===== src/design/nested_region_peak_tracker_defines.svh =====
// Assertion macros shared by the nested region peak tracker RTL.
// No dependencies; expects clk and rst_n in the scope of use.
`ifndef NESTED_REGION_PEAK_TRACKER_DEFINES_SVH
`define NESTED_REGION_PEAK_TRACKER_DEFINES_SVH

// Same-cycle implication, checked out of reset.
`define NRPT_ASSERT_IMP(label, ante, cons, msg) \
  label: assert property (@(posedge clk) disable iff (!rst_n) (ante) |-> (cons)) \
    else $error(msg);

// Next-cycle implication, checked out of reset.
`define NRPT_ASSERT_NXT(label, ante, cons, msg) \
  label: assert property (@(posedge clk) disable iff (!rst_n) (ante) |=> (cons)) \
    else $error(msg);

`endif


===== src/design/nrpt_pkg.sv =====
// Types, sizes and codes for the nested region peak tracker.
// No dependencies; used by every other file of the block but the defines header.
package nrpt_pkg;

  localparam int MAX_STAMPS = 64;
  localparam int SIZE_BITS  = 48;
  localparam int IDX_W      = $clog2(MAX_STAMPS);
  localparam int CNT_W      = $clog2(MAX_STAMPS + 1);
  localparam int DELTA_W    = SIZE_BITS + 1;
  // running sum of up to MAX_STAMPS deltas plus one interval peak
  localparam int ACC_W      = SIZE_BITS + IDX_W + 2;

  typedef logic [SIZE_BITS-1:0]      sz_t;
  typedef logic signed [DELTA_W-1:0] delta_t;
  typedef logic signed [ACC_W-1:0]   acc_t;
  typedef logic [IDX_W-1:0]          idx_t;
  typedef logic [CNT_W-1:0]          cnt_t;

  localparam logic OP_OPEN  = 1'b0;
  localparam logic OP_CLOSE = 1'b1;

  localparam logic [1:0] ERR_OK       = 2'd0;
  localparam logic [1:0] ERR_FULL     = 2'd1;
  localparam logic [1:0] ERR_NONE_OPN = 2'd2;

  localparam cnt_t MAX_CNT = cnt_t'(MAX_STAMPS);

  typedef struct packed {
    logic en;
    idx_t addr;
    sz_t  data;
  } stamp_wr_t;

  typedef struct packed {
    logic   en;
    idx_t   addr;
    sz_t    peak;
    delta_t delta;
  } ivl_wr_t;

endpackage


===== src/design/nrpt_acc.sv =====
// Shared add/compare unit: running sum plus peak, max tracking, sum update.
// Depends on nrpt_pkg.
module nrpt_acc (
  input  nrpt_pkg::acc_t sum_in,
  input  nrpt_pkg::acc_t best_in,
  input  nrpt_pkg::acc_t add_pk,
  input  nrpt_pkg::acc_t add_dl,
  output nrpt_pkg::acc_t sum_out,
  output nrpt_pkg::acc_t best_out
);

  nrpt_pkg::acc_t pk_sum;

  assign pk_sum   = sum_in + add_pk;
  assign best_out = (pk_sum > best_in) ? pk_sum : best_in;
  assign sum_out  = sum_in + add_dl;

endmodule


===== config.mk =====
export PLATFORM = sky130hd
export DESIGN_NAME = nrpt_acc
export DESIGN_NICKNAME = d
export VERILOG_FILES = /design/src/design/nested_region_peak_tracker_defines.svh /design/src/design/nrpt_pkg.sv /design/src/design/nrpt_acc.sv
export SDC_FILE = /design/constraint.sdc
export NUM_CORES = 1
export LEC_CHECK = 0
export BUFFER_PORTS_ARGS = -buffer_cell sky130_fd_sc_hd__clkbuf_2
export CAP_MARGIN = 30
export CORE_MARGIN = 3
export CORE_UTILIZATION = 30
export DETAILED_ROUTE_END_ITERATION = 10
export REMOVE_ABC_BUFFERS = 1
export SLEW_MARGIN = 20
export SYNTH_ARGS = -nofsm -noshare
export SYNTH_HDL_FRONTEND = slang
export SYNTH_SLANG_ARGS = --single-unit

===== constraint.sdc =====
create_clock -name vclk -period 6
set_input_delay 0.9 -clock vclk [all_inputs]
set_output_delay 0.9 -clock vclk [all_outputs]
set_load 0.05 [all_outputs]

==> flow_metrics.py <==
metrics = {
    "die": {
        "dieArea_um2": 29900,
        "start_util_pct": 30.8,
        "core_um2": 27200,
        "rows": 60,
        "die_y_um": 173,
        "io_pins": 336,
        "die_x_um": 173,
    },
    "worst_setup_path": {
        "startpoint_type": "primary input",
        "critPathKind": "primary input to output pin",
        "cp_max_fo": 6,
        "critPathArrivalTime_ps": 5870,
        "critPathRequiredTime_ps": 5100,
        "worst_setup_path_end_kind": "output pin",
    },
    "timing": {
        "setup_viol_count_final": 56,
        "fin_crit_sh_pct": 113,
        "fin_crit_ps": 6770,
        "max-slew-margin-rel_pct": 63.1,
        "hold_viol_final": 0,
        "worst_slew_pin_slew_ps": 549,
        "slew_viol_final": 0,
        "setup_slack_ps": -769,
        "rsz0062_at_grt": "yes",
        "max_freq_ghz": 0.148,
    },
    "synthesis": {
        "netlist_area_um2": 8360,
        "yosysSeqAreaShare_pct": 0,
        "netlist_instances": 1198,
        "yosysWarningCount": 0,
        "syn_area_per_cell_um2": 6.98,
        "synth.distinct_cells": 80,
    },
    "power_and_ir_drop": {
        "swShare_pct": 56.1,
        "power.total_mw": 3.77,
        "switching_power_mw": 2.12,
        "seqPwrFrac_pct": 0,
        "ir_drop_mv": 0.136,
        "powerDensity_nw_per_um2": 268,
        "p_leak_nw": 7.38,
        "internal-power_mw": 1.66,
        "combPwrFrac_pct": 100.0,
        "p_clk_share_pct": 0,
    },
    "placed_design": {
        "gp_congestion": 0.952,
        "io_buffers": 336,
        "dpl.hpwl_um": 30600,
        "pre_cts_slack_ps": -1180,
    },
    "flow_run": {
        "cap_violations": 0,
    },
    "finish": {
        "n_fill_cell": 2651,
        "area_growth_pct": 68.2,
        "final_cell_mix": "286 x buf_4, 276 x clkbuf_2, 162 x ha_1, 134 x a21oi_1",
        "multiInputGateArea_um2": 8400,
        "nClkBuffers": 0,
        "drive_gt1_share_pct": 43.0,
        "fin_nets": 2184,
        "seqCellArea_um2": 0,
        "n_sequential_cell": 0,
        "layout_commonest_cell": "buf_4",
    },
    "grt": {
        "antenna_found_initial": 1,
        "gr-total-overflow": 0,
        "grtUsageTotal_pct": 22.4,
        "grt_max_degree": 14,
        "grt_pass1_vias": 11018,
        "grt_pass1_wl_um": 56100,
    },
    "run_status": {
        "violations": "setup timing",
        "status": "complete, but fails checks",
    },
    "drt": {
        "wire_per_inst_um": 17.0,
        "drtIter0Drc": 462,
        "vias": 11210,
        "drc": 0,
        "routed_via_density": 5.18,
        "ant_nets": 0,
        "dr.pass1.iters": 7,
        "wl_um": 36800,
    },
    "worst_hold_path": {
        "hp-class": "primary input to output pin",
    },
}
==> power by group through the flow <==
stage / sequential (mW) / clock [mW] / combinational, mW
5_1_grt: 0 / 0.0000000223 / 3.97
3_5_place_dp: 0 / 0 / 2.97
3_3_place_gp: 0 / 0 / 2.96
6_report: 0 / 0.0000000223 / 3.77
4_1_cts: 0 / 0 / 3.50
2_1_floorplan: 0 / 0 / 1.88
==> per-stage QoR <==
stage               utilization (%)  hold slack, ps  std cells  setup TNS, ps  area, um^2
detailed placement             46.4            2190       2132         -56250       12600
finish                         51.7            2170       2163         -40630       14100
CTS                            50.0            2170       2152         -38990       13600
global route                   51.7            2190       2163         -48680       14100
global placement               46.4            2190       2132         -50100       12600
floorplan                         -            2100       1152         -88890        8170
==> routing by layer <==
layer	vias up	share of wire [%]	track usage, %
met5	-	0	0
met4	0	2.9	5.14
met3	65	4.7	1.95
met2	357	48	39.6
met1	5165	44	29.4
li1	5623	-	-
==> path summary, 6_finish.rpt <==
kind / depth (start not counted) / start / to / slack (ps)
hold / removal: 4 / best_in[0] / best_out[0] / 2170
setup / recovery: 23 / sum_in[4] / best_out[52] / -770
==> critical path, stage by stage <==
cell and delay (ps):
clkbuf_2 100, ha_1 320, a21oi_1 240, o211ai_1 290
a211o_1 370, a22o_4 250, o22a_4 230, a21oi_4 160
o21ai_0 150, xor2_1 200, ha_1 330, nand4_1 130
nor2_1 160, nand3_1 120, or4_4 440, or4_4 510
o21ai_4 110, nor2_4 80, buf_12 150, buf_12 140
mux2i_1 150, o311ai_1 130, buf_4 210
==> kinds of logic (layout without fill, tap and decap cells) <==
kind of cell               count (synthesis)  after routing  share of synthesized area [%]
AOI/OAI and AO/OA                        445            445                           34.4
other                                      0              1                              0
buffers and inverters                    134            726                           6.21
muxes                                     33             33                           4.43
xor gates and xnor gates                 108            108                           11.3
and+or+nand+nor                          310            310                           18.3
adders and majority gates                168            168                           25.3
==> cell type report <==
type,instances,share of cell area [%]
multi-input combinational,1064,59.7
timing repair buffer,638,34.6
tap,372,3.31
inverter,88,2.35
antenna,1,0.0178
==> synthesized netlist by cell type, types with 3 or more instances <==
cell | number | area, um^2
ha_1 | 166 | 2080
xor2_1 | 39 | 342
o22ai_1 | 4 | 25.0
a21boi_0 | 5 | 37.5
a31oi_1 | 17 | 106
nor2_1 | 59 | 221
and4_1 | 6 | 52.6
o21ai_1 | 3 | 15.0
and3_1 | 14 | 87.6
nand2_1 | 101 | 379
o21bai_1 | 21 | 158
a21o_1 | 77 | 578
o211ai_1 | 9 | 67.6
nor3_1 | 16 | 80.1
nand2b_1 | 15 | 93.8
nand3_1 | 15 | 75.1
o21ai_0 | 92 | 460
mux2_2 | 32 | 360
or4_1 | 3 | 22.5
or2_2 | 3 | 18.8
xnor2_1 | 69 | 604
o31ai_1 | 8 | 60.1
nand4_1 | 38 | 238
inv_1 | 88 | 330
and2_1 | 7 | 43.8
or3_1 | 8 | 50.1
a211oi_1 | 12 | 90.1
buf_2 | 6 | 30.0
clkbuf_1 | 37 | 139
o2111ai_1 | 3 | 26.3
o21a_1 | 10 | 75.1
nor2b_1 | 16 | 100
a21oi_1 | 143 | 716
==> what timing repair did <==
item | in CTS | in global routing
setup endpoints to repair | 56 | 56
pin swaps | 28 | 22
setup buffers | 15 | 10
cloned | 6 | 3
gates resized for setup | 178 | 100
hold buffers | 0 | 0
Power figures use the tool's default switching activity.
